## config.mk

```make
export PLATFORM = sky130hd
export DESIGN_NAME = iir_tdf2_cell
export DESIGN_NICKNAME = d
export VERILOG_FILES = /design/src/rtl/iir_tdf2_pkg.sv /design/src/rtl/iir_tdf2_cell.sv
export SDC_FILE = /design/constraint.sdc
export NUM_CORES = 2
export LEC_CHECK = 0
export BUFFER_PORTS_ARGS = -buffer_cell sky130_fd_sc_hd__buf_2
export CAP_MARGIN = 20
export CORE_AREA = 2 2 488 490
export DETAILED_ROUTE_END_ITERATION = 7
export DIE_AREA = 0 0 490 492
export REMOVE_ABC_BUFFERS = 1
export SLEW_MARGIN = 15
export SYNTH_ARGS = -nofsm -noshare
export SYNTH_HDL_FRONTEND = slang
export SYNTH_SLANG_ARGS = --single-unit
```

## constraint.sdc

```tcl
create_clock -name clock -period 6.7 [get_ports clock]
set_input_delay 0.335 -clock clock [delete_from_list [all_inputs] [get_ports clock]]
set_output_delay 0.335 -clock clock [all_outputs]
set_load 0.02 [all_outputs]
```

## src/rtl/iir_tdf2_pkg.sv

```systemverilog
`timescale 1ns / 1ps

package iir_tdf2_pkg;

   // default filter length, in taps
   localparam int TAPS_DEF = 4;

   // field widths
   localparam int OP_W     = 2;
   localparam int IDX_W    = 2;
   localparam int SAMPLE_W = 16;
   localparam int COEF_W   = 24;
   localparam int STATE_W  = 40;
   localparam int TAPS_W   = 3;

   // internal widths
   localparam int PBX_W  = COEF_W + SAMPLE_W;   // b*x, Q20.20
   localparam int PROD_W = 64;                  // a*y, Q24.40
   localparam int FRAC_SHIFT = 20;
   localparam int FB_W   = PROD_W - FRAC_SHIFT; // rounded a*y
   localparam int WIDE_W = FB_W + 2;            // room for part - fb

   // register port
   localparam int CSR_ADDR_W = 5;
   localparam int CSR_DATA_W = 32;

   // opcodes
   localparam logic [OP_W-1:0] OP_FILTER = 2'd0;
   localparam logic [OP_W-1:0] OP_WRITE  = 2'd1;
   localparam logic [OP_W-1:0] OP_READ   = 2'd2;

   // register indexes
   localparam logic [2:0] REG_B0   = 3'd0;
   localparam logic [2:0] REG_B1   = 3'd1;
   localparam logic [2:0] REG_B2   = 3'd2;
   localparam logic [2:0] REG_B3   = 3'd3;
   localparam logic [2:0] REG_A1   = 3'd4;
   localparam logic [2:0] REG_A2   = 3'd5;
   localparam logic [2:0] REG_A3   = 3'd6;
   localparam logic [2:0] REG_TAPS = 3'd7;

   // reset values
   localparam logic [COEF_W-1:0] COEF_B0_RST = 24'd1048576;
   localparam logic [TAPS_W-1:0] TAPS_RST    = 3'd1;

   // sequencer states
   typedef enum logic [2:0] {
      ST_IDLE,
      ST_MULX,
      ST_YSUM,
      ST_MULA,
      ST_ROUND,
      ST_UPDATE,
      ST_DONE
   } seq_state_type;

   // stage strobes shared by the head and the cells
   typedef struct packed {
      logic mulx;
      logic ysum;
      logic mula;
      logic round;
      logic update;
   } cell_ctl_type;

   // clipping seen in the head
   typedef struct packed {
      logic y_clip;
      logic so_clip;
   } head_stat_type;

   // true when a wide value does not fit the state format
   function automatic logic state_clip(input logic [WIDE_W-1:0] v);
      logic [WIDE_W-STATE_W:0] top;
      begin
         top = v[WIDE_W-1:STATE_W-1];
         return !((&top) || !(|top));
      end
   endfunction

   // saturate a wide value to the state format
   function automatic logic [STATE_W-1:0] state_sat(input logic [WIDE_W-1:0] v);
      logic [STATE_W-1:0] res;
      begin
         if (!state_clip(v)) begin
            res = v[STATE_W-1:0];
         end else if (v[WIDE_W-1]) begin
            res = {1'b1, {(STATE_W-1){1'b0}}};
         end else begin
            res = {1'b0, {(STATE_W-1){1'b1}}};
         end
         return res;
      end
   endfunction

endpackage

```

## src/rtl/iir_tdf2_cell.sv

```systemverilog
`timescale 1ns / 1ps

module iir_tdf2_cell (
   input  logic                                     clock,
   input  logic                                     reset,
   input  iir_tdf2_pkg::cell_ctl_type               ctl,
   input  logic                                     cell_en,
   input  logic                                     cell_last,
   input  logic signed [iir_tdf2_pkg::SAMPLE_W-1:0] sample,
   input  logic signed [iir_tdf2_pkg::STATE_W-1:0]  y,
   input  logic signed [iir_tdf2_pkg::COEF_W-1:0]   coef_b,
   input  logic signed [iir_tdf2_pkg::COEF_W-1:0]   coef_a,
   input  logic signed [iir_tdf2_pkg::STATE_W-1:0]  next_entry,
   input  logic                                     wr_en,
   input  logic signed [iir_tdf2_pkg::STATE_W-1:0]  wr_data,
   output logic signed [iir_tdf2_pkg::STATE_W-1:0]  entry,
   output logic                                     clip
);

   localparam int SW = iir_tdf2_pkg::STATE_W;
   localparam int PW = iir_tdf2_pkg::PROD_W;
   localparam int FW = iir_tdf2_pkg::FB_W;
   localparam int WW = iir_tdf2_pkg::WIDE_W;

   logic signed [SW-1:0]                  entry_ff, entry_in;
   logic signed [iir_tdf2_pkg::PBX_W-1:0] pbx_ff, pbx_in;
   logic signed [PW-1:0]                  prod_ff, prod_in;
   logic signed [SW:0]                    part_ff, part_in;
   logic signed [FW-1:0]                  fb_ff, fb_in;
   logic signed [SW-1:0]                  nxt;
   logic [PW-1:0]                         rnd;
   logic [WW-1:0]                         tot;

   // neighbor entry, zero past the last used entry
   assign nxt = cell_last ? '0 : next_entry;

   // products and partial sum
   assign pbx_in  = coef_b * sample;
   assign prod_in = coef_a * y;
   assign part_in = $signed({nxt[SW-1], nxt}) + $signed({pbx_ff[SW-1], pbx_ff});

   // a*y rounded half up to the state format
   assign rnd   = prod_ff + PW'(1 << (iir_tdf2_pkg::FRAC_SHIFT - 1));
   assign fb_in = rnd[PW-1:iir_tdf2_pkg::FRAC_SHIFT];

   // new entry before saturation
   assign tot = {{(WW-SW-1){part_ff[SW]}}, part_ff} - {{(WW-FW){fb_ff[FW-1]}}, fb_ff};

   // entry update
   always_comb begin
      entry_in = entry_ff;
      if (wr_en) begin
         entry_in = wr_data;
      end else if (ctl.update && cell_en) begin
         entry_in = iir_tdf2_pkg::state_sat(tot);
      end
   end

   always_ff @(posedge clock) begin
      if (reset) begin
         entry_ff <= '0;
      end else begin
         entry_ff <= entry_in;
      end
   end

   // arithmetic stages
   always_ff @(posedge clock) begin
      if (ctl.mulx) begin
         pbx_ff <= pbx_in;
      end
      if (ctl.mula) begin
         prod_ff <= prod_in;
         part_ff <= part_in;
      end
      if (ctl.round) begin
         fb_ff <= fb_in;
      end
   end

   assign entry = entry_ff;
   assign clip  = ctl.update && cell_en && iir_tdf2_pkg::state_clip(tot);

endmodule

```

=== Yosys cells after proc, flatten, opt, wreduce, memory -nomap -nowiden ===
Index checks and enable logic that the tools add are counted.

* Flip-flop bits (word level): 229
* Latch bits: 0
* Bits in writable memories: 0
* Bits in read-only memories: 0
* Word-level logic and storage cells: 23
* Memories: 0

* Add/sub/neg operators: 3
* Multiply operators: 2
* Div/mod/pow operators: 0
* $lt $le $gt $ge: 0
* Equal/unequal tests: 0
* Shift operators: 0
* Mux-type cells: 5
* Bitwise gates (word level): 0
* Reduce and logical (&&, ||, !) cells: 8

{| class="wikitable"
|+ Operators by type and width
! cell !! count
|-
| 40-bit two-way mux || 5
|-
| 64-bit by 21-bit adder with 64-bit output (second input constant) || 1
|-
| 24-bit by 40-bit multiplier with 64-bit output || 1
|-
| 41-bit by 44-bit subtractor with 45-bit output || 1
|-
| 40-bit by 40-bit adder with 41-bit output || 1
|-
| 24-bit by 16-bit multiplier with 40-bit output || 1
|-
| 7-bit AND reduction || 1
|-
| 7-bit OR reduction || 1
|-
| 1-bit logical AND || 2
|-
| 1-bit logical NOT || 2
|-
| 2-bit nonzero test || 1
|-
| 1-bit logical OR || 1
|}

=== Logic depth before layout (Yosys ltp) ===
* Depth in word-level cells: 7
* Gate-level depth with buffers: 28

=== Least setup slack after synthesis ===
No wires, ideal clock.

* Path kind: input -> register
* Start: input coef_a[1] (netlist name)
* End: register prod_ff[55], data pin
* Arrival time: 6.914 ns
* Required time: 6.439 ns
* Slack: -0.474 ns
* Cell stages on the path: 24
* Cell sequence: clkbuf_1 clkbuf_1 and2_1 fa_1 fa_1 fa_1 inv_1 fa_1 inv_1 fa_1 fa_1 inv_1 fa_1 inv_1 ha_1 a21o_1 a21o_1 a21oi_1 o21ai_0 a221o_1 a21o_1 a221oi_2 o21ai_0 o311a_1

* Longest elaborated chain between the ends: 1

{| class="wikitable"
|+ Ends and longest elaborated chain
! item !! line !! RTL
|-
| start, declared || iir_tdf2_cell.sv:12 || <nowiki>input logic signed [iir_tdf2_pkg::COEF_W-1:0] coef_a,</nowiki>
|-
| 24-bit by 40-bit multiplier with 64-bit output || iir_tdf2_cell.sv:39 || <nowiki>assign prod_in = coef_a * y;</nowiki>
|-
| named net prod_in[55] || iir_tdf2_cell.sv:27 || <nowiki>logic signed [PW-1:0] prod_ff, prod_in;</nowiki>
|-
| end signal, assigned || iir_tdf2_cell.sv:73 || <nowiki>prod_ff <= prod_in;</nowiki>
|-
| end, declared || iir_tdf2_cell.sv:27 ||
|}

The timed path passes the listed nets, and every way through them passes these cells.
A chain may end at the register's enable or synchronous reset.

=== Worst setup path in the final report ===
* Start: input coef_a[0] (netlist name)
* End: register prod_ff[58], data pin

The elaborated chain is that of the path after synthesis.

==> metrics.txt <==
status=complete, no violations; cts bufs inserted=34; largest cells by area after synthesis=fa_1, inv_1, edfxtp_1; worst-path maximum fanout=8; final net count=8722; R2R Setup Slk=1.87 ns; Top Family by Delay on Critical Path=adder cells; CTS root buf=clkbuf_16; initial antenna violation count=41; Core Region=236300 sq um; synthesized area=58630 sq um; port bufs=233; RSZ-0062 raised after global routing=yes; max-cap violations=0; FF+latch count, synth=210; Hold/Removal Path Class=in2reg; die area=241100 sq um; CTS H-tree depth=2; fin util=0.2954; DRT Pass-1 Iters=5; Initial DRC Count=2553; Clock Latency Late Sink=0.59 ns; std cell rows=179; Required @ worst endpoint=7.01 ns; WL/cell=17.51 um; hpwl dp=150.6 mm; Slew Viols, Final=0; Die Ht=492 um; Critical Path Slowest Stage Cell=fa_1; part of the Yosys area used for sequential elements=0.1007; first-pass GRT wire length=276.8 mm; crit path DAT=6.98 ns; WS Path Type=in2reg; final worst-path cycle share=0.9965; Final Hold Fails=0; largest net degree at the start of global routing=87; DRC Markers=0; GRT Residual Overflow=0; CTS clk-pin slew, worst paths=0.05 ns; top cell type's share of synthesized area=0.4555; io pins=235; cell total after placement=9925; Final GP Congestion=0.9040; WP buf/inv=10; min cycle time layout=6.677 ns; pre-CTS WS=-1.166 ns; Post-synth EDFFs=170; Top FF cell, synth=edfxtp_1; largest area contributor in the netlist=fa_1; setup ws final=0.02347 ns; most frequent cells in the layout=inv_1, fa_1, nand2_1; gr usage total=0.1466; CTS tree=yes; routed vias/inst=4.411; ys async rst share=0; Post-Place Cell Area=66680 sq um; # clock sinks=210; layout cells sized above 1=0.1552; CP Launch Type=input port; crit-path most repeated cell=fa_1; Non-Filler Instances=10050; antenna-violating nets left=0; vias in the first global route=48550; Starting Density=0.2481; most common cell after layout, fill and taps aside=inv_1; CTS Buffer Depth=3; Mapped Cells=6323; Final Skew=0.04634 ns; Critical Path Sink Type=register; routed vias=44340; syn avg cell area=9.273 sq um; slowest stage delay, CP=0.58 ns; Final Cell Area=69790 sq um; DRT Wirelength=176.0 mm; FILL cells=24830; FMAX=0.1498 GHz; slew margin rel.=0.3145; final setup vio count=0; actual slew at the worst max-slew pin=1.026 ns; post-synthesis cell type count=86; Die Wd=490 um; Ys Warns=0; Area Overhead vs Synth=19.04%
==> cells in the mapped netlist (29+ instances only) <==
master	count
clkbuf_1	268
xnor2_1	140
xor2_1	54
edfxtp_1	170
a211o_1	47
a21oi_1	168
nor2b_1	65
o21a_1	39
inv_1	1476
nand2b_1	71
and2_1	527
o22ai_2	30
nand2_1	877
a21o_1	73
nand3_1	52
fa_1	1334
ha_1	345
nand4_1	29
dfxtp_1	40
nor2_1	143
o21ai_0	74
nor3_1	66
==> worst reg2reg max path: cells and delay by family, from the launching register on <==
| kind | cells | cell delay, ns |
|---|---|---|
| fa+ha+maj | 2 | 0.60 |
| simple gates | 2 | 0.67 |
| buf+inv | 1 | 0.33 |
| flops | 1 | 0.37 |
| compound gates | 9 | 2.72 |
==> path summary, 6_finish.rpt <==
check / start / endpoint / depth (start not counted)
min reg2reg: prod_ff[44] / fb_ff[24] / 1
max reg2reg: fb_ff[0] / entry[18] / 14
max: coef_a[0] / prod_ff[58] / 30
min: wr_data[33] / entry[33] / 4
==> repair_timing <==
action,in CTS,in global routing
setup endpoints to repair,16,19
cloned,3,8
pin swaps,60,117
gates resized for setup,123,232
buffers inserted,28,23
hold buffers,1,0
endpoints found under the hold margin,1,0
==> state kept, by name, summed over array words and instances, names as in the netlist <==
register and count:
prod_ff 45, fb_ff 44, part_ff 41, entry 40
pbx_ff 40
==> stage by stage <==
step	hold slack, ns	TNS (ns)
2_1_floorplan	0.4041	-0.4891
3_3_place_gp	0.5770	-18.90
3_5_place_dp	0.5772	-21.69
4_1_cts	0.07200	-0.0009348
5_1_grt	0.1054	-1.040
6_report	0.1232	0
==> cell type report <==
type	count	area, sq um	share of cell area
multi-input combinational	4356	46840	0.6711
inverter	1476	5540	0.07938
antenna	12	30.03	0.0004302
tap	3167	3963	0.05677
clock inverter	18	197.7	0.002832
sequential	210	5906	0.08462
clock buffer	43	925.9	0.01327
timing repair buffer	771	6390	0.09155
==> logic make-up (layout without fill, tap and decap cells) <==
logic type / after synthesis / count (layout) / share of synthesized area
mux: 4 / 4 / 0.0006829
other cells: 0 / 12 / 0
buf+inv: 1757 / 2308 / 0.1135
compound gates: 571 / 571 / 0.06820
simple gates: 1908 / 1908 / 0.1588
xor+xnor: 194 / 194 / 0.02898
flops: 210 / 210 / 0.1007
fa+ha+maj: 1679 / 1679 / 0.5291
==> per-layer routing <==
layer  wire length (um)  global-route usage  vias up
met5                166                   0        -
met4               8773             0.06024       26
met3               9875             0.02325      328
met2              84170              0.2471     1185
met1              73050              0.1865    22800
li1                   -                   -    20000
Power is not shown: default switching activity piles up to over one toggle a cycle in this logic, so the estimate is an artifact.
