--- config.mk ---
export PLATFORM = sky130hd
export DESIGN_NAME = iir_tdf2_head
export DESIGN_NICKNAME = d
export VERILOG_FILES = /design/src/rtl/iir_tdf2_pkg.sv /design/src/rtl/iir_tdf2_head.sv
export SDC_FILE = /design/constraint.sdc
export NUM_CORES = 1
export LEC_CHECK = 0
export ABC_AREA = 1
export BUFFER_PORTS_ARGS = -buffer_cell sky130_fd_sc_hd__clkbuf_2
export CAP_MARGIN = 20
export CORE_UTILIZATION = 30
export DETAILED_ROUTE_END_ITERATION = 12
export MAX_ROUTING_LAYER = met4
export SLEW_MARGIN = 20
export SYNTH_ARGS = -nofsm -noshare
export SYNTH_HDL_FRONTEND = slang
export SYNTH_SLANG_ARGS = --single-unit
--- constraint.sdc ---
create_clock -name clock -period 8.2 [get_ports clock]
set_clock_uncertainty 0.05 [all_clocks]
set_input_delay 0.82 -clock clock [delete_from_list [all_inputs] [get_ports clock]]
set_output_delay 0.82 -clock clock [all_outputs]
set_load 0.02 [all_outputs]
--- src/rtl/iir_tdf2_pkg.sv ---
`timescale 1ns / 1ps

package iir_tdf2_pkg;

   // default filter length, in taps
   localparam int TAPS_DEF = 4;

   // field widths
   localparam int OP_W     = 2;
   localparam int IDX_W    = 2;
   localparam int SAMPLE_W = 16;
   localparam int COEF_W   = 24;
   localparam int STATE_W  = 40;
   localparam int TAPS_W   = 3;

   // internal widths
   localparam int PBX_W  = COEF_W + SAMPLE_W;   // b*x, Q20.20
   localparam int PROD_W = 64;                  // a*y, Q24.40
   localparam int FRAC_SHIFT = 20;
   localparam int FB_W   = PROD_W - FRAC_SHIFT; // rounded a*y
   localparam int WIDE_W = FB_W + 2;            // room for part - fb

   // register port
   localparam int CSR_ADDR_W = 5;
   localparam int CSR_DATA_W = 32;

   // opcodes
   localparam logic [OP_W-1:0] OP_FILTER = 2'd0;
   localparam logic [OP_W-1:0] OP_WRITE  = 2'd1;
   localparam logic [OP_W-1:0] OP_READ   = 2'd2;

   // register indexes
   localparam logic [2:0] REG_B0   = 3'd0;
   localparam logic [2:0] REG_B1   = 3'd1;
   localparam logic [2:0] REG_B2   = 3'd2;
   localparam logic [2:0] REG_B3   = 3'd3;
   localparam logic [2:0] REG_A1   = 3'd4;
   localparam logic [2:0] REG_A2   = 3'd5;
   localparam logic [2:0] REG_A3   = 3'd6;
   localparam logic [2:0] REG_TAPS = 3'd7;

   // reset values
   localparam logic [COEF_W-1:0] COEF_B0_RST = 24'd1048576;
   localparam logic [TAPS_W-1:0] TAPS_RST    = 3'd1;

   // sequencer states
   typedef enum logic [2:0] {
      ST_IDLE,
      ST_MULX,
      ST_YSUM,
      ST_MULA,
      ST_ROUND,
      ST_UPDATE,
      ST_DONE
   } seq_state_type;

   // stage strobes shared by the head and the cells
   typedef struct packed {
      logic mulx;
      logic ysum;
      logic mula;
      logic round;
      logic update;
   } cell_ctl_type;

   // clipping seen in the head
   typedef struct packed {
      logic y_clip;
      logic so_clip;
   } head_stat_type;

   // true when a wide value does not fit the state format
   function automatic logic state_clip(input logic [WIDE_W-1:0] v);
      logic [WIDE_W-STATE_W:0] top;
      begin
         top = v[WIDE_W-1:STATE_W-1];
         return !((&top) || !(|top));
      end
   endfunction

   // saturate a wide value to the state format
   function automatic logic [STATE_W-1:0] state_sat(input logic [WIDE_W-1:0] v);
      logic [STATE_W-1:0] res;
      begin
         if (!state_clip(v)) begin
            res = v[STATE_W-1:0];
         end else if (v[WIDE_W-1]) begin
            res = {1'b1, {(STATE_W-1){1'b0}}};
         end else begin
            res = {1'b0, {(STATE_W-1){1'b1}}};
         end
         return res;
      end
   endfunction

endpackage

--- src/rtl/iir_tdf2_head.sv ---
`timescale 1ns / 1ps

module iir_tdf2_head (
   input  logic                                     clock,
   input  iir_tdf2_pkg::cell_ctl_type               ctl,
   input  logic                                     m_zero,
   input  logic signed [iir_tdf2_pkg::SAMPLE_W-1:0] sample,
   input  logic signed [iir_tdf2_pkg::COEF_W-1:0]   coef_b0,
   input  logic signed [iir_tdf2_pkg::STATE_W-1:0]  s0,
   output logic signed [iir_tdf2_pkg::STATE_W-1:0]  y,
   output logic signed [iir_tdf2_pkg::SAMPLE_W-1:0] sample_y,
   output iir_tdf2_pkg::head_stat_type              stat
);

   localparam int SW = iir_tdf2_pkg::STATE_W;
   localparam int WW = iir_tdf2_pkg::WIDE_W;
   localparam int QW = SW + 1 - iir_tdf2_pkg::FRAC_SHIFT;
   localparam int OW = iir_tdf2_pkg::SAMPLE_W;

   logic signed [iir_tdf2_pkg::PBX_W-1:0] pb0_ff, pb0_in;
   logic signed [SW-1:0]                  y_ff, y_in;
   logic                                  yclip_ff, yclip_in;
   logic signed [OW-1:0]                  so_ff, so_in;
   logic                                  soclip_ff, soclip_in;
   logic [WW-1:0]                         ysum;
   logic [SW:0]                           yrnd;
   logic [QW-1:0]                         yq;
   logic [QW-OW:0]                        yq_top;

   // b0 * x
   assign pb0_in = coef_b0 * sample;

   // y = s0 + b0*x, saturated when the delay line is in use
   assign ysum     = {{(WW-SW){s0[SW-1]}}, s0} + {{(WW-SW){pb0_ff[SW-1]}}, pb0_ff};
   assign y_in     = m_zero ? pb0_ff : iir_tdf2_pkg::state_sat(ysum);
   assign yclip_in = !m_zero && iir_tdf2_pkg::state_clip(ysum);

   // output sample: round half up, then clip to 16 bits
   assign yrnd      = {y_ff[SW-1], y_ff} + (SW+1)'(1 << (iir_tdf2_pkg::FRAC_SHIFT - 1));
   assign yq        = yrnd[SW:iir_tdf2_pkg::FRAC_SHIFT];
   assign yq_top    = yq[QW-1:OW-1];
   assign soclip_in = !((&yq_top) || !(|yq_top));
   assign so_in     = !soclip_in ? yq[OW-1:0] :
                      (yq[QW-1] ? {1'b1, {(OW-1){1'b0}}} : {1'b0, {(OW-1){1'b1}}});

   // stage registers
   always_ff @(posedge clock) begin
      if (ctl.mulx) begin
         pb0_ff <= pb0_in;
      end
      if (ctl.ysum) begin
         y_ff     <= y_in;
         yclip_ff <= yclip_in;
      end
      if (ctl.mula) begin
         so_ff     <= so_in;
         soclip_ff <= soclip_in;
      end
   end

   assign y            = y_ff;
   assign sample_y     = so_ff;
   assign stat.y_clip  = yclip_ff;
   assign stat.so_clip = soclip_ff;

endmodule

### Word-level counts from Yosys, hierarchy flattened

Cells that the tools add are included.

* add/sub/neg operators: 2
* reduce and logical (&&, ||, !) cells: 12
* $mul: 1
* mux-type cells: 5

Operator list (count)
* $mux W40: 3
* $add A40 B21 Y41 const B: 1
* $add A40 B40 Y41: 1
* $mul A24 B16 Y40: 1
* $mux W16: 2
* $reduce_and A7 Y1: 1
* $reduce_or A7 Y1: 1
* $reduce_and A6 Y1: 1
* $reduce_or A6 Y1: 1
* $logic_not A1 Y1: 5
* $logic_or A1 B1 Y1: 2
* $logic_and A1 B1 Y1: 1

* word-level logic and storage cells: 25
* register bits after elaboration: 98

### Logic depth before layout (Yosys ltp)

Gate-level depths: netlist of the first run.

* depth in word-level cells: 6
* depth in mapped cells: 29
* gate-level depth less buffers: 27

### Worst setup path before layout of the first run

OpenSTA, ideal clock, no wires.

* path kind: input-to-reg
* from: input port coef_b0[13] in the netlist's numbering
* to: register pb0_ff[35] in the netlist's numbering, data pin
* data required time: 7.898 ns
* buffers on the path: 2
* stages on the path: 25
* arrival: 5.992 ns
* setup slack: 1.905 ns
* setup time: 0.252 ns
* cell sequence: clkbuf_1 clkbuf_1 nand2_1 fa_1 inv_1 fa_1 inv_1 fa_1 inv_1 fa_1 fa_1 inv_1 fa_1 inv_1 ha_1 nand2_1 nor2_1 nand2_1 and2_1 o211ai_1 nand2_1 nand2_1 nand2_1 nand3_1 nand2_1

* longest elaborated chain between the ends: 1

Ends and longest elaborated chain
* start: declaration: line iir_tdf2_head.sv:8 `input logic signed [iir_tdf2_pkg::COEF_W-1:0] coef_b0,`
* $mul A24 B16 Y40: line iir_tdf2_head.sv:31 `assign pb0_in = coef_b0 * sample;`
* net pb0_in (one bit): line iir_tdf2_head.sv:20 `logic signed [iir_tdf2_pkg::PBX_W-1:0] pb0_ff, pb0_in;`
* end signal: assignment: line iir_tdf2_head.sv:49 `pb0_ff <= pb0_in;`
* end: declaration: line iir_tdf2_head.sv:20

The timed path passes the listed nets, and every way through them passes these cells.
A chain may end at the register's enable or synchronous reset.

### Worst setup path in the final report of the first run

* from: input port sample[1] in the netlist's numbering
* to: register pb0_ff[24] in the netlist's numbering, data pin

* longest elaborated chain between the ends: 1

Ends and longest elaborated chain
* start: declaration: line iir_tdf2_head.sv:7 `input logic signed [iir_tdf2_pkg::SAMPLE_W-1:0] sample,`
* $mul A24 B16 Y40: line iir_tdf2_head.sv:31
* net pb0_in (one bit): line iir_tdf2_head.sv:20

The timed path passes the listed nets, and every way through them passes these cells.

==> results of run 1 <==
## critical path, stage by stage
cell	delay, ns
clkbuf_2	0.52
nand2_1	0.18
fa_1	0.57
inv_1	0.06
fa_1	0.52
inv_1	0.05
fa_1	0.50
inv_1	0.07
fa_1	0.45
fa_1	0.51
inv_1	0.05
fa_1	0.47
inv_1	0.04
ha_1	0.38
nand2_1	0.10
nor2_1	0.14
inv_1	0.07
nor2_1	0.10
inv_1	0.05
nor4_1	0.41
a21oi_1	0.22
o21ai_0	0.25
xor2_1	0.22
## metrics by stage
stage,worst slack [ns],utilization,hold slack (ns),instances
3_5_place_dp,1.21,0.326,0.569,3854
4_1_cts,1.59,0.330,0.578,3870
6_report,1.57,0.330,0.586,3871
3_3_place_gp,1.25,0.326,0.571,3854
2_1_floorplan,1.91,-,0.477,2849
5_1_grt,1.15,0.330,0.618,3871
## layer usage
layer / vias up / part of all wire / track usage
li1: 8514 / - / -
met1: 8351 / 0.46 / 0.222
met2: 450 / 0.47 / 0.277
met3: 57 / 0.049 / 0.0177
met4: 0 / 0.016 / 0.0312
met5: - / 0 / -
## flip-flops by register name (all words and copies together) (netlist names)
register and count:
soclip_ff 1, yclip_ff 1, y 40, pb0_ff 40
sample_y 16
## cell usage after synthesis, types with 32 or more instances
cell	number	share of area
fa_1	375	0.35
xor2_1	60	0.024
nand2_1	776	0.13
ha_1	139	0.080
edfxtp_1	98	0.14
nor2_1	195	0.034
o21ai_0	42	0.0097
clkbuf_1	79	0.014
a21oi_1	115	0.026
nand3_1	62	0.014
nand4_1	32	0.0092
inv_1	737	0.13
## final timing paths
kind | startpoint | to | cells past startpoint
hold reg to reg | pb0_ff[7] | y[7] | 2
setup reg to reg | pb0_ff[0] | y[28] | 15
setup / recovery | sample[1] | pb0_ff[24] | 23
hold / removal | pb0_ff[7] | y[7] | 2
## area by class of cell
class | instances | area, µm²
clock buffers | 9 | 225
clock inverters | 7 | 97.6
fillers | 7701 | 48000
inverters | 740 | 2780
well taps | 950 | 1190
repair buffers | 147 | 761
multi-input cells | 1920 | 15700
flip-flops and latches | 98 | 2940
## kinds of logic after synthesis
family	Yosys count	share of synthesized area
AOI/OAI and AO/OA	216	0.0576
xor gates and xnor gates	81	0.0326
adders and majority gates	514	0.425
buffers and inverters	831	0.145
DFF	98	0.135
and+or+nand+nor	1109	0.204
## layout by cell type (no fill, tap or decap), types with 5 or more instances in the layout
cell       synthesis  final
fa_1             375    375
nor2_1           195    195
nor3_1            12     12
o21bai_1          13     13
nor4_1             5      5
clkbuf_16          0      9
nor2_2             7      7
xor2_1            60     60
or2_2              8      8
a21oi_1          115    115
inv_1            737    737
nand4_1           32     32
a21o_1            10     10
ha_1             139    139
a21oi_2           21     20
clkbuf_2           0    142
nand3_1           62     62
edfxtp_1          98     98
nand2_1          776    775
xnor2_1           21     21
o21ai_0           42     42
==> results.md, run 1 <==
- Max Slew Vio Count: 0
- Clock buffer count from CTS: 9
- Ports: 145
- Final setup fails: 0
- Post-synth cell types: 37
- Ant diodes: 0
- CTS Buffer Depth: 2
- Post-synth ARST share: 0
- Die Ht: 271 µm
- Root Driver: clkbuf_16
- Initial core utilization: 0.304
- Via count: 17.4k
- R2R setup slack: 4.54 ns
- Minimum clock period: 6.63 ns
- Tot GR Track Use: 0.167
- CP required: 8.34 ns
- DRT iter0 DRCs: approximately 1.1k
- Synth Cell Area: between 20,000 and 25,000 µm²
- Global-route wire length before repair: 95,200 µm
- Layout area overhead: 8.71%
- Worst-Skew Late Latency: 0.36 ns
- Post-Syn Nets: between 3k and 4k
- Fin crit share: 0.808
- Mapped Cells: 2,849
- Slew headroom: 0.372
- Post-layout net count: around 3.5k
- Dpl cell area: 23,300 µm²
- CP arrival: 6.76 ns
- Mean Syn Cell Area: 7.64 µm²
- DRC Markers: 0
- Main synth FF type: edfxtp_1
- Largest net degree at the start of global routing: 42
- Status: finished clean
- Core ar.: 71,600 µm²
- Detail Route Antenna Nets: 0
- Design area: 23,700 µm²
- FMAX: 0.151 GHz
- Worst Setup Start Kind: primary input
- Max Cap Viol: 0
- Clock Sinks: 98
- RD Place Congestion: roughly 0.96
- Ys Warns: 0
- Vias in the first global route: about 18k
- CTS tree: done
- DRT Wirelength: 58,800 µm
- Total negative slack: 0 ns
- Kind of end point of the critical path: register
- Slew @ Worst Pin: 0.940 ns
- Share of cells above drive strength 1: 0.0722
- PortBufs: 142
- Post-DR wirelength/cell: roughly 15 µm
- CTS resizes: 0
- Router iterations before antenna repair: 5
- Post-CTS Setup Bufs: 0
- Setup CP Type: primary input to register
- DP HPWL: 50,700 µm
- Crit-path max FO: 24
- Clk pin slew, worst setup/hold paths: 0.07 ns
- # hold bufs at CTS: 0
- Vias per Instance: 4.49
- Hold Crit Class: register to register
- RSZ-0062 raised after global routing: no
- #FFs+latches synth: 98
- Total gr overflow: 0
- Post-synth EDFFs: 98
- H-tree depth: 3
- Die Area: 73,600 µm²
- Seq/Total Area, Yosys: 0.135
- Chip Width: 271 µm
- Hold Vio Cnt, Final: 0
- Initial antenna violation count: 0
- Row Count: around 100
Power of run 1 is not shown: default switching activity piles up to over one toggle a cycle in this logic, so the estimate is an artifact.
==> run 2: changes to the inputs <==
Clock period 8.2 ns to 5.6 ns, I/O delays scaled along.
==> run 2 against run 1 <==
Via count rose by 7.8%. Sequential share of layout area shrank 1.7 points. Register-to-register slack worse by 2.8 ns. Worst hold slack got worse by 0.019 ns. Worst setup slack worse by 1.5 ns. Final area grew 16%. Global-route usage increased by 0.99 points. Die area is the same. Highest routed layer unchanged. Non-clock buffer count up 281. Utilization grew 5.1 points. Final cell count is 7.3% higher.
==> results.md, run 2 (synthesized netlist as in run 1, its figures left out) <==
- Die Area: 73,600 µm² (unchanged)
- Worst-Skew Late Latency: 0.36 ns (about the same)
- Total gr overflow: 0 (unchanged)
- Row Count: 98 (unchanged)
- Initial antenna violation count: 0 (unchanged)
- Most used routing layer: met2
- Layout area overhead: 25.6%
- Kind of end point of the critical path: register
- CTS tree: done
- Ports: 145 (unchanged)
- Commonest cells after routing, fill and taps aside: 740 x nand2_1, 694 x inv_1, 349 x fa_1
- RSZ-0062 raised after global routing: yes
- Slew @ Worst Pin: 0.936 ns (-0.00389 ns)
- CP max-delay cell: fa_1
- Minimum clock period: about 5.5 ns
- WHS Endpoint: y[35]
- Worst Setup Start Kind: primary input
- PortBufs: 142 (unchanged)
- Hold Vio Cnt, Final: 0 (unchanged)
- Via count: 18.7k (+7.8%)
- Crit-path max FO: 6 (-75%)
- Grt met3 use: 0.0172 (-0.000531)
- DRT iter0 DRCs: 1,072 (-4.3%)
- RR Endpoint: y[33]
- Max Slew Vio Count: 0 (unchanged)
- H-tree depth: 3 (unchanged)
- Slew headroom: 0.376 (+0.00329)
- Final setup fails: 0 (unchanged)
- R2R setup slack: 1.74 ns (-2.80 ns)
- Chip Width: 271 µm (unchanged)
- Share of cells above drive strength 1: 0.217 (+0.145)
- DRC Markers: 0 (unchanged)
- Hold Crit Class: register to register
- GR Util met2: 0.299 (+0.0223)
- Met1 usage: 0.232 (+0.0100)
- Router iterations before antenna repair: 6 (+1)
- Dpl cell area: 25,600 µm² (+9.8%)
- DP HPWL: 55,200 µm (+8.9%)
- Ant diodes: 0 (unchanged)
- Status: finished clean
- CP required: 5.66 ns (-2.68 ns)
- Cells along the critical path: buf_12, buf_4, nand2_1, buf_4, fa_1, inv_2, fa_1, inv_1, fa_2, inv_1, fa_1, fa_1, inv_1, fa_1, inv_1, ha_4, buf_4, a21oi_4, inv_1, a31oi_2, o21ai_1, a21oi_1, nand2_1, xor2_1
- Setup CP Type: primary input to register
- Core ar.: 71,600 µm² (unchanged)
- Worst R2R Path Depth: 14 (-1)
- Clk pin slew, worst setup/hold paths: 0.07 ns (about the same)
- FMAX: 0.182 GHz
- CTS Buffer Depth: 2 (unchanged)
- Hold Path Origin: pb0_ff[35]
- Initial core utilization: 0.304 (unchanged)
- Tot GR Track Use: 0.177 (+0.00987)
- Design area: 27,300 µm² (+16%)
- Root Driver: clkbuf_16
- RD Place Congestion: 0.951 (-0.41%)
- Post-layout net count: 3,798 (+8.0%)
- # hold bufs at CTS: 0 (unchanged)
- Most common cell after layout, fill and taps aside: nand2_1
- Global-route wire length before repair: 101,000 µm (+5.8%)
- Largest net degree at the start of global routing: 42 (unchanged)
- Post-DR wirelength/cell: 15.4 µm (+1.1%)
- CP arrival: 5.57 ns (-1.19 ns)
- Fin crit share: 0.984
- Vias in the first global route: 19.1k (+7.0%)
- Clock buffer count from CTS: 9 (unchanged)
- Vias per Instance: 4.51 (+0.48%)
- CP max stage delay: 0.54 ns (-0.03 ns)
- Worst Hold Depth: 2 (unchanged)
- Max Cap Viol: 0 (unchanged)
- DRT Wirelength: 63,800 µm (+8.4%)
- Clock Sinks: 98 (unchanged)
- Origin of the critical flop-to-flop path: pb0_ff[0]
- Die Ht: 271 µm (unchanged)
- Detail Route Antenna Nets: 0 (unchanged)
run 2: per-layer routing:
layer / up-vias / wire length, µm
li1: 9082 / -
met1: 9129 / 28600
met2: 450 / 31000
met3: 62 / 3060
met4: 0 / 1050
met5: - / 0
run 2: worst max-delay path: cells and delay by family:
kind | cells | cell delay (ns)
adder cells (fa/ha/maj) | 7 | 3.19
AND/OR/NAND/NOR | 2 | 0.17
XOR/XNOR | 1 | 0.14
buffers and inverters | 10 | 0.84
AO/OA/AOI/OAI | 4 | 0.66
run 2: worst max path at each step:
stage	start	end	slack (ns)	depth (start not counted)
after floorplan	coef_b0[8]	pb0_ff[35]	-0.07	25
final	sample[2]	pb0_ff[34]	0.09	24
after global placement	sample[1]	pb0_ff[38]	-0.64	21
after detailed placement	sample[2]	pb0_ff[38]	-0.65	24
after global routing	sample[2]	pb0_ff[34]	-0.15	24
after CTS	coef_b0[22]	pb0_ff[38]	0.0004	18
run 2: final cells by class:
| cell class | count | area, µm² |
|---|---|---|
| fillers | 7414 | 44300 |
| multi-input cells | 1920 | 16600 |
| repair buffers | 428 | 3530 |
| flip-flops and latches | 98 | 2940 |
| inverters | 740 | 2780 |
| well taps | 950 | 1190 |
| clock buffers | 9 | 225 |
| clock inverters | 7 | 72.6 |
run 2: metrics by stage:
stage,setup TNS [ns],std cells,worst slack (ns),hold WS [ns],util
2_1_floorplan,-0.0931,2849,-0.0724,0.477,-
3_3_place_gp,-11.63,4103,-0.644,0.547,0.357
3_5_place_dp,-12.55,4103,-0.650,0.562,0.357
4_1_cts,0,4124,0.000449,0.568,0.366
5_1_grt,-1.03,4152,-0.149,0.585,0.381
6_report,0,4152,0.0917,0.566,0.381
run 2: timing repair:
item	in CTS	in global routing
pin swaps	24	104
endpoints found under the setup margin	20	25
cloned	1	6
setup buffers	4	23
resized for setup	60	272
Power of run 2 is left out for the same reason.
==> run 3: changes to the inputs <==
==> constraint.sdc (replaced) <==
create_clock -name clock -period 5.6 [get_ports clock]
set_clock_uncertainty 0.05 [all_clocks]
set_input_delay 0.28 -clock clock [delete_from_list [all_inputs] [get_ports clock]]
set_output_delay 0.28 -clock clock [all_outputs]
set_load 0.02 [all_outputs]
==> run 3 against run 2 <==
Die area unchanged. Non-clock buffer count fell by 30. Global-route usage up 0.18 points. Sequential share of layout area rose by 0.60 points. Register-to-register slack got worse by 0.02 ns. Fmax is 2.1% higher. Critical path type unchanged. Largest cell class unchanged. Via count down 1.9%. Utilization shrank 2.0 points. Worst hold slack worse by 0.28 ns. Routed wire length down 1.5%. Critical path depth is 6 lower. Flip-flop and latch count is the same.
==> results.md, run 3 (synthesized netlist as in run 1, its figures left out) <==
- Status: finished clean
- Ant diodes: 0 (unchanged)
- Slew headroom: 0.369 (-0.00642)
- Crit-path max FO: 12 (+6)
- FMAX: 0.185 GHz (+2.1%)
- Cells along the critical path: buf_4, nand2_1, inv_1, fa_2, fa_1, buf_4, fa_1, fa_1, fa_1, fa_1, ha_1, nand2_1, inv_1, a21oi_1, o221ai_1, a21oi_1, nand3_1, xor2_1
- Register area: 2940 µm² (unchanged)
- CTS Buffer Depth: 2 (unchanged)
- H-tree depth: 3 (unchanged)
- Initial core utilization: 0.304 (unchanged)
- WHS Endpoint: y[39]
- # fillers: 7,627 (+2.9%)
- DP HPWL: 55,100 µm (-0.25%)
- Fin cells: 4,122 (-0.72%)
- Root Driver: clkbuf_16
- Commonest cells after routing, fill and taps aside: 773 x nand2_1, 737 x inv_1, 373 x fa_1
- Post-layout net count: 3,768 (-0.79%)
- Clock Sinks: 98 (unchanged)
- RR Endpoint: y[27]
- Multi-input gate area: 15,800 µm² (-4.6%)
- Row Count: 98 (unchanged)
- Clock buffer count from CTS: 9 (unchanged)
- Chip Width: 271 µm (unchanged)
- Clk pin slew, worst setup/hold paths: 0.09 ns (+0.02 ns)
- Origin of the critical flop-to-flop path: pb0_ff[0]
- CP max stage delay: 0.68 ns (+0.14 ns)
- Worst Hold Depth: 3 (+1)
- Most common cell after layout, fill and taps aside: nand2_1
- Initial antenna violation count: 0 (unchanged)
- Largest net degree at the start of global routing: 42 (unchanged)
- Total negative slack: 0 ns (unchanged)
- CP arrival: 5.48 ns (-0.09 ns)
- CP required: 5.68 ns (+0.02 ns)
- Post-DR wirelength/cell: 15.2 µm (-0.78%)
- Share of cells above drive strength 1: 0.155 (-0.0616)
- Die Area: 73,600 µm² (unchanged)
- Minimum clock period: 5.40 ns (-0.113 ns)
- Tot GR Track Use: 0.179 (+0.00177)
- DRT Wirelength: 62,800 µm (-1.5%)
- Detail Route Antenna Nets: 0 (unchanged)
- CP max-delay cell: fa_1
- Max Cap Viol: 0 (unchanged)
- Origin of the worst setup path: sample[1]
- Hold Crit Class: primary input to register
- Setup CP Type: primary input to register
- Vias in the first global route: 19.1k (-0.14%)
- RD Place Congestion: 0.939 (-1.2%)
- Most frequent CP cell: fa_1
- Total gr overflow: 0 (unchanged)
- Hold Path Origin: m_zero
- DRT iter0 DRCs: 1,220 (+14%)
- PortBufs: 142 (unchanged)
- Kind of end point of the critical path: register
- Die Ht: 271 µm (unchanged)
- Core ar.: 71,600 µm² (unchanged)
- Worst Setup Start Kind: primary input
- Router iterations before antenna repair: 6 (unchanged)
- Final setup fails: 0 (unchanged)
- Hold Vio Cnt, Final: 0 (unchanged)
- Worst R2R Path Depth: 14 (unchanged)
- DRC Markers: 0 (unchanged)
- Ports: 145 (unchanged)
- Vias per Instance: 4.46 (-1.1%)
- Slew @ Worst Pin: 0.946 ns (+0.00963 ns)
- Global-route wire length before repair: 101,000 µm (+0.13%)
- Layout area overhead: 18.9%
- Cell count after placement: 4,104 (+0.024%)
- CTS tree: done
- Fin crit share: 0.964 (-0.0201)
- R2R setup slack: 1.72 ns (-0.02 ns)
- Worst-Skew Late Latency: 0.37 ns (about the same)
- Via count: 18.4k (-1.9%)
- Max Slew Vio Count: 0 (unchanged)
[run 3: changes by cell type in the layout (fill, tap and decap cells not counted), moves of 13 or more]
cell      change
inv_1        +43
inv_2        -42
nand2_1      +33
buf_6        -29
fa_1         +24
fa_2         -24
a21oi_1      +22
ha_4         -22
clkbuf_2     +20
nand2_2      -20
ha_1         +18
a21oi_2      -17
nor2_1       +17
nand2_4      -13
[run 3: area by class of cell]
type | instances | share of cell area
inverters | 740 | 0.107
well taps | 950 | 0.0459
multi-input cells | 1920 | 0.611
repair buffers | 398 | 0.110
flip-flops and latches | 98 | 0.114
clock buffers | 9 | 0.00871
clock inverters | 7 | 0.00319
[run 3: routing by layer]
metal / global-route usage / routed length, µm / vias to the layer above
met5: - / 0 / -
met4: 0.0342 / 1030 / 0
met3: 0.0130 / 2640 / 63
met2: 0.310 / 31000 / 443
met1: 0.229 / 28200 / 8830
li1: - / - / 9038
[run 3: metrics by stage]
stage	hold WS, ns	utilization	setup WS, ns	area [µm²]
after floorplan	0.342	-	-0.0235	21800
after global placement	0.571	0.354	-0.406	25400
after detailed placement	0.585	0.354	-0.383	25400
after CTS	0.271	0.359	0.00787	25700
after global routing	0.285	0.361	-0.00504	25900
final	0.289	0.361	0.204	25900
[run 3: worst max path at each step]
stage                     slack (ns)          to  cells after the start
after CTS                      0.008  pb0_ff[24]                     23
after floorplan                -0.02  pb0_ff[35]                     25
after detailed placement       -0.38  pb0_ff[38]                     18
after global routing          -0.005  pb0_ff[26]                     22
final                           0.20  pb0_ff[38]                     18
after global placement         -0.41  pb0_ff[38]                     23
[run 3: timing repair]
item	4_1_cts	5_1_grt
pin swaps	0	3
buffers inserted	0	1
gates resized for setup	2	57
hold endpoints to repair	0	0
setup endpoints to repair	1	25
hold buffers	0	0
[run 3: critical path: cells and delay by family]
family / cells / cell delay, ns
xor+xnor: 1 / 0.15
simple gates: 3 / 0.40
buf+inv: 4 / 0.60
compound gates: 3 / 0.63
fa+ha+maj: 7 / 3.41
Power of run 3 is left out for the same reason.
